$ cat src/ppsa_pkg.sv
// shared types, constants and codes for the preemptive priority scheduler with aging
// no dependencies; imported by ppsa_cell and the top level
package ppsa_pkg;

    localparam int ENTRIES = 16;
    localparam int IDX_W   = (ENTRIES > 1) ? $clog2(ENTRIES) : 1;
    localparam int CNT_W   = $clog2(ENTRIES + 1);
    localparam int SLOT_W  = 4;
    localparam int PRIO_W  = 8;
    localparam int LEN_W   = 16;
    localparam int TIME_W  = 24;

    localparam logic [TIME_W-1:0] TIME_MAX     = '1;
    localparam logic [1:0]        AGE_LIMIT    = 2'd3;
    localparam logic [PRIO_W-1:0] MIN_PRIORITY = 8'd1;

    typedef enum logic [1:0] {
        CMD_LOAD  = 2'd0,
        CMD_TICK  = 2'd1,
        CMD_CLEAR = 2'd2,
        CMD_NOP   = 2'd3
    } t_cmd;

    typedef enum logic [2:0] {
        S_IDLE,
        S_SWEEP,
        S_APPLY,
        S_POST
    } t_state;

    typedef struct packed {
        t_cmd               command;
        logic [SLOT_W-1:0]  slot;
        logic [PRIO_W-1:0]  priority_in;
        logic [LEN_W-1:0]   burst_in;
        logic [LEN_W-1:0]   arrival_in;
    } t_in_item;

    typedef struct packed {
        logic               ran;
        logic [SLOT_W-1:0]  run_slot;
        logic               finished;
        logic [TIME_W-1:0]  completion_time;
        logic [TIME_W-1:0]  turnaround;
        logic [TIME_W-1:0]  waiting_time;
        logic               all_done;
    } t_out_item;

    // best candidate so far, handed from cell to cell
    typedef struct packed {
        logic               found;
        logic [1:0]         pend;      // pending entries seen, saturates at 2
        logic [IDX_W-1:0]   idx;
        logic [PRIO_W-1:0]  prio;
        logic [LEN_W-1:0]   arrival;
        logic [LEN_W-1:0]   burst;
        logic [LEN_W-1:0]   remaining;
    } t_cand;

    // broadcast from the sequencer to every cell
    typedef struct packed {
        logic               load;
        logic               clear;
        logic               tick;
        logic [IDX_W-1:0]   load_idx;
        logic [PRIO_W-1:0]  prio;
        logic [LEN_W-1:0]   burst;
        logic [LEN_W-1:0]   arrival;
        logic               pick_found;
        logic [IDX_W-1:0]   pick_idx;
        logic [TIME_W-1:0]  now;
    } t_cell_ctrl;

endpackage

$ cat src/ppsa_cell.sv
// one table entry of the scheduler chain: entry state plus one stage of the candidate search
// depends on ppsa_pkg
module ppsa_cell import ppsa_pkg::*; (
    input  logic             i_clk,
    input  logic             i_rst_n,
    input  logic [IDX_W-1:0] i_index,
    input  t_cell_ctrl       i_ctrl,
    input  t_cand            i_cand,
    output t_cand            o_cand
);

    logic              r_valid;
    logic              r_done;
    logic [PRIO_W-1:0] r_prio;
    logic [LEN_W-1:0]  r_arrival;
    logic [LEN_W-1:0]  r_burst;
    logic [LEN_W-1:0]  r_remaining;
    logic [1:0]        r_age;
    t_cand             r_cand;
    t_cand             n_cand;

    logic              w_pending;
    logic              w_ready;
    logic              w_better;
    logic              w_take;
    logic [1:0]        w_pend;
    logic              w_load_me;
    logic              w_pick_me;
    logic [1:0]        w_age_inc;

    always_comb begin
        w_pending = r_valid && !r_done;
        w_ready   = w_pending && ({{(TIME_W-LEN_W){1'b0}}, r_arrival} <= i_ctrl.now);
        w_better  = (r_prio < i_cand.prio) ||
                    ((r_prio == i_cand.prio) && (r_arrival < i_cand.arrival));
        w_take    = w_ready && (!i_cand.found || w_better);
        w_pend    = (i_cand.pend == 2'd2) ? 2'd2 : i_cand.pend + {1'b0, w_pending};
        n_cand    = i_cand;
        if (w_take) begin
            n_cand.found     = 1'b1;
            n_cand.idx       = i_index;
            n_cand.prio      = r_prio;
            n_cand.arrival   = r_arrival;
            n_cand.burst     = r_burst;
            n_cand.remaining = r_remaining;
        end
        n_cand.pend = w_pend;
        w_load_me = i_ctrl.load && (i_ctrl.load_idx == i_index);
        w_pick_me = i_ctrl.pick_found && (i_ctrl.pick_idx == i_index);
        w_age_inc = r_age + 2'd1;
    end

    always_ff @(posedge i_clk) begin
        r_cand <= n_cand;
    end

    assign o_cand = r_cand;

    always_ff @(posedge i_clk) begin
        if (!i_rst_n) begin
            r_valid <= 1'b0;
            r_done  <= 1'b0;
        end else if (i_ctrl.clear) begin
            r_valid <= 1'b0;
            r_done  <= 1'b0;
        end else if (w_load_me) begin
            r_valid <= 1'b1;
            r_done  <= (i_ctrl.burst == '0);
        end else if (i_ctrl.tick && w_pick_me && (r_remaining == 16'd1)) begin
            r_done  <= 1'b1;
        end
    end

    always_ff @(posedge i_clk) begin
        if (w_load_me) begin
            r_prio      <= i_ctrl.prio;
            r_burst     <= i_ctrl.burst;
            r_remaining <= i_ctrl.burst;
            r_arrival   <= i_ctrl.arrival;
            r_age       <= 2'd0;
        end else if (i_ctrl.tick && i_ctrl.pick_found) begin
            if (w_pick_me) begin
                r_remaining <= r_remaining - 16'd1;
            end else if (w_ready) begin
                // aged entries wrap their counter; the priority number floors at one
                if (w_age_inc == AGE_LIMIT) begin
                    r_age <= 2'd0;
                    if (r_prio > MIN_PRIORITY) begin
                        r_prio <= r_prio - 8'd1;
                    end
                end else begin
                    r_age <= w_age_inc;
                end
            end
        end
    end

endmodule

$ cat src/preemptive_priority_scheduler_aging.sv
// top level of the preemptive priority scheduler with aging: sequencer, time counter, cell chain
// depends on ppsa_pkg and ppsa_cell
//
// Every transfer on the input channel gives exactly one transfer on the output channel.
// A load writes one table slot, a tick runs the ready entry with the smallest priority
// number for one time unit and ages the other ready entries, a clear empties the table and zeroes time.
// Each command passes the sequencer states in order: the best candidate travels one cell per
// cycle down the chain of ENTRIES cells (S_SWEEP), S_APPLY updates all cells at once (after
// the sweep for a tick, before it for the other commands) and S_POST forms the result,
// holding it while the output register is still full. The input is ready again in the same
// cycle as the result is offered.
// A new command is taken once the previous one has left the sequencer, even while its
// result still waits in the output register.
module preemptive_priority_scheduler_aging import ppsa_pkg::*; (
    input  logic      i_clk,
    input  logic      i_rst_n,
    input  logic      i_in_valid,
    output logic      o_in_ready,
    input  t_in_item  i_in,
    output logic      o_out_valid,
    input  logic      i_out_ready,
    output t_out_item o_out
);

    // sequencer state
    t_state            r_state;
    t_state            n_state;
    logic [CNT_W-1:0]  r_cnt;
    logic [CNT_W-1:0]  n_cnt;
    t_in_item          r_item;
    logic [TIME_W-1:0] r_time;
    logic [TIME_W-1:0] n_time;

    // captured at the update cycle of every command; used only for a tick
    t_cand             r_pick;
    logic              r_fin;
    logic [TIME_W-1:0] r_tat;

    // output register
    t_out_item         r_out;
    t_out_item         n_out;
    logic              r_out_valid;
    logic              w_out_load;

    // chain wiring
    t_cand             w_cand [ENTRIES+1];
    t_cand             w_end;
    t_cell_ctrl        w_ctrl;

    logic                     w_accept;
    logic                     w_is_tick;
    logic                     w_slot_ok;
    logic [SLOT_W+IDX_W-1:0]  w_slot_ext;
    logic [SLOT_W+IDX_W-1:0]  w_idx_ext;
    logic [TIME_W-1:0]        w_time_inc;
    logic [TIME_W-1:0]        w_burst_ext;

    assign w_accept  = i_in_valid && o_in_ready;
    assign w_is_tick = (r_item.command == CMD_TICK);
    assign w_end     = w_cand[ENTRIES];

    // slot widened or narrowed to the table index; slots past the table are dropped
    assign w_slot_ext = {{IDX_W{1'b0}}, r_item.slot};
    assign w_slot_ok  = (32'(r_item.slot) < 32'(ENTRIES));
    assign w_idx_ext  = {{SLOT_W{1'b0}}, r_pick.idx};

    // saturating time step
    assign w_time_inc  = (r_time == TIME_MAX) ? r_time : r_time + 24'd1;
    assign w_burst_ext = {{(TIME_W-LEN_W){1'b0}}, r_pick.burst};

    // seed of the chain: nothing found, nothing pending
    always_comb begin
        w_cand[0] = '0;
    end

    for (genvar k = 0; k < ENTRIES; k++) begin : g_cell
        ppsa_cell u_cell (
            .i_clk   (i_clk),
            .i_rst_n (i_rst_n),
            .i_index (IDX_W'(k)),
            .i_ctrl  (w_ctrl),
            .i_cand  (w_cand[k]),
            .o_cand  (w_cand[k+1])
        );
    end

    // state register
    always_ff @(posedge i_clk) begin
        if (!i_rst_n) begin
            r_state <= S_IDLE;
        end else begin
            r_state <= n_state;
        end
    end

    // next state, cell broadcast and result forming
    always_comb begin
        n_state    = r_state;
        n_cnt      = r_cnt;
        n_time     = r_time;
        o_in_ready = 1'b0;
        w_out_load = 1'b0;

        w_ctrl            = '0;
        w_ctrl.now        = r_time;
        w_ctrl.load_idx   = w_slot_ext[IDX_W-1:0];
        w_ctrl.prio       = r_item.priority_in;
        w_ctrl.burst      = r_item.burst_in;
        w_ctrl.arrival    = r_item.arrival_in;
        w_ctrl.pick_idx   = w_end.idx;

        n_out = '0;

        case (r_state)
            S_IDLE: begin
                o_in_ready = 1'b1;
                n_cnt      = '0;
                if (i_in_valid) begin
                    // a tick searches on the old table, other commands search after the update
                    n_state = (i_in.command == CMD_TICK) ? S_SWEEP : S_APPLY;
                end
            end
            S_SWEEP: begin
                n_cnt = r_cnt + CNT_W'(1);
                if (r_cnt == CNT_W'(ENTRIES - 1)) begin
                    n_state = w_is_tick ? S_APPLY : S_POST;
                end
            end
            S_APPLY: begin
                n_cnt = '0;
                case (r_item.command)
                    CMD_LOAD: begin
                        w_ctrl.load = w_slot_ok;
                    end
                    CMD_CLEAR: begin
                        w_ctrl.clear = 1'b1;
                        n_time       = '0;
                    end
                    CMD_TICK: begin
                        w_ctrl.tick       = 1'b1;
                        w_ctrl.pick_found = w_end.found;
                        n_time            = w_time_inc;
                    end
                    default: begin
                    end
                endcase
                n_state = w_is_tick ? S_POST : S_SWEEP;
            end
            S_POST: begin
                if (w_is_tick) begin
                    n_out.ran      = r_pick.found;
                    n_out.run_slot = r_pick.found ? w_idx_ext[SLOT_W-1:0] : '0;
                    n_out.finished = r_fin;
                    if (r_fin) begin
                        n_out.completion_time = r_time;
                        n_out.turnaround      = r_tat;
                        n_out.waiting_time    = (r_tat > w_burst_ext) ?
                                                r_tat - w_burst_ext : '0;
                    end
                    // pending count was taken before the update; the finished entry leaves it
                    n_out.all_done = (r_pick.pend == 2'd0) ||
                                     ((r_pick.pend == 2'd1) && r_fin);
                end else begin
                    n_out.all_done = (w_end.pend == 2'd0);
                end
                if (!r_out_valid || i_out_ready) begin
                    w_out_load = 1'b1;
                    n_state    = S_IDLE;
                end
            end
            default: begin
                n_state = S_IDLE;
            end
        endcase
    end

    // sequencer registers
    always_ff @(posedge i_clk) begin
        if (!i_rst_n) begin
            r_cnt  <= '0;
            r_time <= '0;
        end else begin
            r_cnt  <= n_cnt;
            r_time <= n_time;
        end
    end

    // command and tick payload
    always_ff @(posedge i_clk) begin
        if (w_accept) begin
            r_item <= i_in;
        end
        if (r_state == S_APPLY) begin
            r_pick <= w_end;
            r_fin  <= w_is_tick && w_end.found && (w_end.remaining == 16'd1);
            r_tat  <= w_time_inc - {{(TIME_W-LEN_W){1'b0}}, w_end.arrival};
        end
    end

    // output register
    always_ff @(posedge i_clk) begin
        if (!i_rst_n) begin
            r_out_valid <= 1'b0;
        end else if (w_out_load) begin
            r_out_valid <= 1'b1;
        end else if (i_out_ready) begin
            r_out_valid <= 1'b0;
        end
    end

    always_ff @(posedge i_clk) begin
        if (w_out_load) begin
            r_out <= n_out;
        end
    end

    assign o_out_valid = r_out_valid;
    assign o_out       = r_out;

    // a finished entry is always one that ran
    a_fin_ran: assert property (@(posedge i_clk) disable iff (!i_rst_n)
        o_out_valid |-> (o_out.ran || !o_out.finished))
        else $error("finished reported without a run");

    // the sweep counter stays inside the chain length
    a_cnt_range: assert property (@(posedge i_clk) disable iff (!i_rst_n)
        (r_state == S_SWEEP) |-> (r_cnt < CNT_W'(ENTRIES)))
        else $error("sweep counter past the chain");

    // time moves only in the update cycle
    a_time_hold: assert property (@(posedge i_clk) disable iff (!i_rst_n)
        (r_state != S_APPLY) |=> (r_time == $past(r_time)))
        else $error("time changed outside the update cycle");

    // a result appears only from the result cycle
    a_out_source: assert property (@(posedge i_clk) disable iff (!i_rst_n)
        ((r_state != S_POST) && !o_out_valid) |=> !o_out_valid)
        else $error("result offered without being formed");

endmodule
$ cat config.mk
export PLATFORM = sky130hd
export DESIGN_NAME = preemptive_priority_scheduler_aging
export DESIGN_NICKNAME = d
export VERILOG_FILES = /design/src/ppsa_pkg.sv /design/src/ppsa_cell.sv /design/src/preemptive_priority_scheduler_aging.sv
export SDC_FILE = /design/constraint.sdc
export NUM_CORES = 2
export LEC_CHECK = 0
export BUFFER_PORTS_ARGS = -buffer_cell sky130_fd_sc_hd__buf_2
export CAP_MARGIN = 15
export CORE_MARGIN = 2
export CORE_UTILIZATION = 53
export DETAILED_ROUTE_END_ITERATION = 10
export GPL_TIMING_DRIVEN = 0
export PLACE_DENSITY = 0.69
export SKIP_CTS_REPAIR_TIMING = 1
export SLEW_MARGIN = 40
export SYNTH_ARGS = -nofsm -noshare
export SYNTH_HDL_FRONTEND = slang
export SYNTH_SLANG_ARGS = --single-unit
$ cat constraint.sdc
create_clock -name i_clk -period 5.87 [get_ports i_clk]
set_clock_uncertainty 0.05 [all_clocks]
set_input_delay 0.587 -clock i_clk [delete_from_list [all_inputs] [get_ports i_clk]]
set_output_delay 0.587 -clock i_clk [all_outputs]
set_load 0.005 [all_outputs]
==> results.toml <==
[placement]
place_ws_ps = 757
port_buffers = 130
gp_congestion = 0.912
place_area_um2 = 100000
placed_cells = 10400
dp_hpwl_um = 178000

[critical_path]
startpoint = "r_time[0]"
startpoint_type = "register"
cp.required_ps = 6430
r2r_start = "r_time[0]"
cp.arrival_ps = 5700
cp-end-kind = "register"
r2r_cells = 14
r2r_slack_ps = 730
critical_path_class = "reg -> reg"
r2r_end = "r_tat[23]"
crit_fanout = 22

[yosys]
synth_fp_nets = 8693
synthFlopType = "dfxtp_1"
synth_area_leader_cell = "edfxtp_1"
ys_seq_area_share_pct = 56.2
synth_common_cells = "1080 x dfxtp_1, 1069 x edfxtp_1, 748 x mux2_2"
ys_warn_count = 0
synth_edf_count = 1069
avgSynthCellArea_um2 = 12.1
async_flop_share_pct = 0
synth.most_common_cell = "dfxtp_1"
ys_types = 90
synth.top_cell.area_share_pct = 33.6
synth_cells = 7923
ys_ff_latch = 2149
synthTopCellsByArea = "edfxtp_1 34%, dfxtp_1 23%, ha_1 9.4%"
netlist_area_um2 = 95600

[route]
viasPerCell = 5.53
drc = 0
drt_first_pass_iters = 6
avgRoutedWirePerCell_um = 21.2
antenna_left = 0
num_vias = 60500
routed_wl_um = 232000
drt-initial-drc-count = 3919

[floorplan]
die_h_um = 429
core-area_um2 = 179000
ios = 131
start_util_pct = 53.4
die_area_um2 = 184000
rows = 155
dieWidth_um = 429

[sta]
fin_crit_sh_pct = 87.5
slew_headroom_pct = 39.2
final_hold_viol_count = 0
postLayoutSetupSlackWorst_ps = 732
rsz0062_at_grt = "false"
slew_viol_final = 0
tns_ps = 0
tightest_slew_ps = 912
period_needed_ps = 5140
timing.hold.ws_ps = 347
clock.fmax_mhz = 195
setup_viol = 0

[clock_tree]
cts.sinks = 2149
worst_skew_pair.late_latency_ps = 880
root_buffer = "clkbuf_16"
clk_pin_slew_ps = 60
ctsLongestPathBuffers = 3
numCtsBuffers = 218
cts_tree = "done"
htree_num_levels = 4

[hold_path]
hp-class = "reg -> reg"
min_delay_worst_endpoint = "g_cell[13].u_cell.o_cand[59]"
whs_path_depth = 1
hold_start = "g_cell[12].u_cell.o_cand[59]"

[layout]
regArea_um2 = 53700
final_nets = 9148
final_area_um2 = 108000
multi_input_area_um2 = 38800
postLayoutCoreUtil_pct = 60.6
areaGrowthSynthToFinish_pct = 13.4
layout.cells.non_filler = 10900
layout-drive-gt1-share_pct = 18.5
fill_cells = 14100

[global_route]
first_global_vias = 62100
grt_use_total_pct = 24.8
grt.overflow.total = 0
grt_max_degree = 57
grt_pass1_wl_um = 355000
antenna_found_initial = 3

[job]
max-cap-violations = 0

[power]
power.total_mw = 30.9
total_leakage_power_nw = 40.7
ir_drop_v = 0.000286
powerDensity_nw_per_um2 = 285

[run_status]
outcome = "complete, no violations"
==> metal layers <==
layer,part of all wire (%),track usage (%),routed length (µm),up-vias
met2,49,43.4,113000,1603
met5,0,0,0,-
met4,4.9,11.6,11400,0
li1,-,-,-,29400
met1,41,30.0,95400,29100
met3,4.9,3.88,11400,481
==> logic make-up after synthesis <==
logic type | Yosys count | share of synthesized area [%]
buffers and inverters | 797 | 3.42
xor gates and xnor gates | 363 | 3.33
adders and majority gates | 720 | 9.44
and+or+nand+nor | 1833 | 9.63
AOI/OAI and AO/OA | 1217 | 7.83
DFF | 2149 | 56.2
muxes | 844 | 10.1
==> worst max-delay path: stages (launching register included) <==
cell	delay, ps
dfxtp_2	790
ha_1	340
nand3_1	140
nor3_2	530
nor2_1	220
nand4_1	150
xnor2_1	160
ha_1	320
a2111o_1	440
o221ai_1	430
o221ai_1	280
a2111o_1	470
a21oi_1	290
nand3_1	140
xnor2_1	150
==> how the worst max path moves through the flow <==
stage	endpoint	slack [ps]	depth (start not counted)
2_1_floorplan	o_out[0]	1220	3
3_3_place_gp	r_tat[23]	-90	14
3_5_place_dp	r_tat[23]	760	14
4_1_cts	r_tat[23]	740	14
5_1_grt	r_tat[23]	350	14
6_report	r_tat[23]	730	14
==> area by class of cell <==
| type | count | area share [%] |
|---|---|---|
| sequential | 2149 | 49.6 |
| clock inverter | 113 | 1.30 |
| antenna | 10 | 0.0231 |
| inverter | 538 | 1.86 |
| tap | 2355 | 2.72 |
| buffer | 259 | 1.19 |
| multi-input combinational | 4977 | 35.8 |
| timing repair buffer | 235 | 1.87 |
| clock buffer | 303 | 5.66 |
==> cell usage in the layout (no fill, tap or decap), drive strengths merged, types with 86 or more instances in the layout <==
master  instances
a21o          143
a21oi         269
buf           317
clkbuf        431
clkinv         86
dfxtp        1080
edfxtp       1069
ha            718
inv           542
mux2          820
nand2         548
nand3          86
nand4         103
nor2          362
nor2b         143
nor3          170
nor4           87
o21ai         464
xnor2         263
xor2          100
==> power by group <==
| part | internal [mW] | total, mW | leakage, nW | switching (mW) |
|---|---|---|---|---|
| Sequential | 15.8 | 15.9 | 18.3 | 0.124 |
| Combinational | 0.217 | 0.651 | 18.7 | 0.434 |
| Clock | 8.32 | 14.3 | 3.70 | 5.94 |
| Total | 24.4 | 30.9 | 40.7 | 6.49 |
==> sequential cells by signal, indices dropped and copies added (netlist names), 23 cells and up <==
name                       flops
g_cell.u_cell.o_cand         984
g_cell.u_cell.r_age           32
g_cell.u_cell.r_arrival      256
g_cell.u_cell.r_burst        256
g_cell.u_cell.r_prio         128
g_cell.u_cell.r_remaining    256
o_out                         79
r_item                        46
r_pick                        23
r_tat                         24
r_time                        24
No activity file was read; power rests on OpenSTA's default activity.
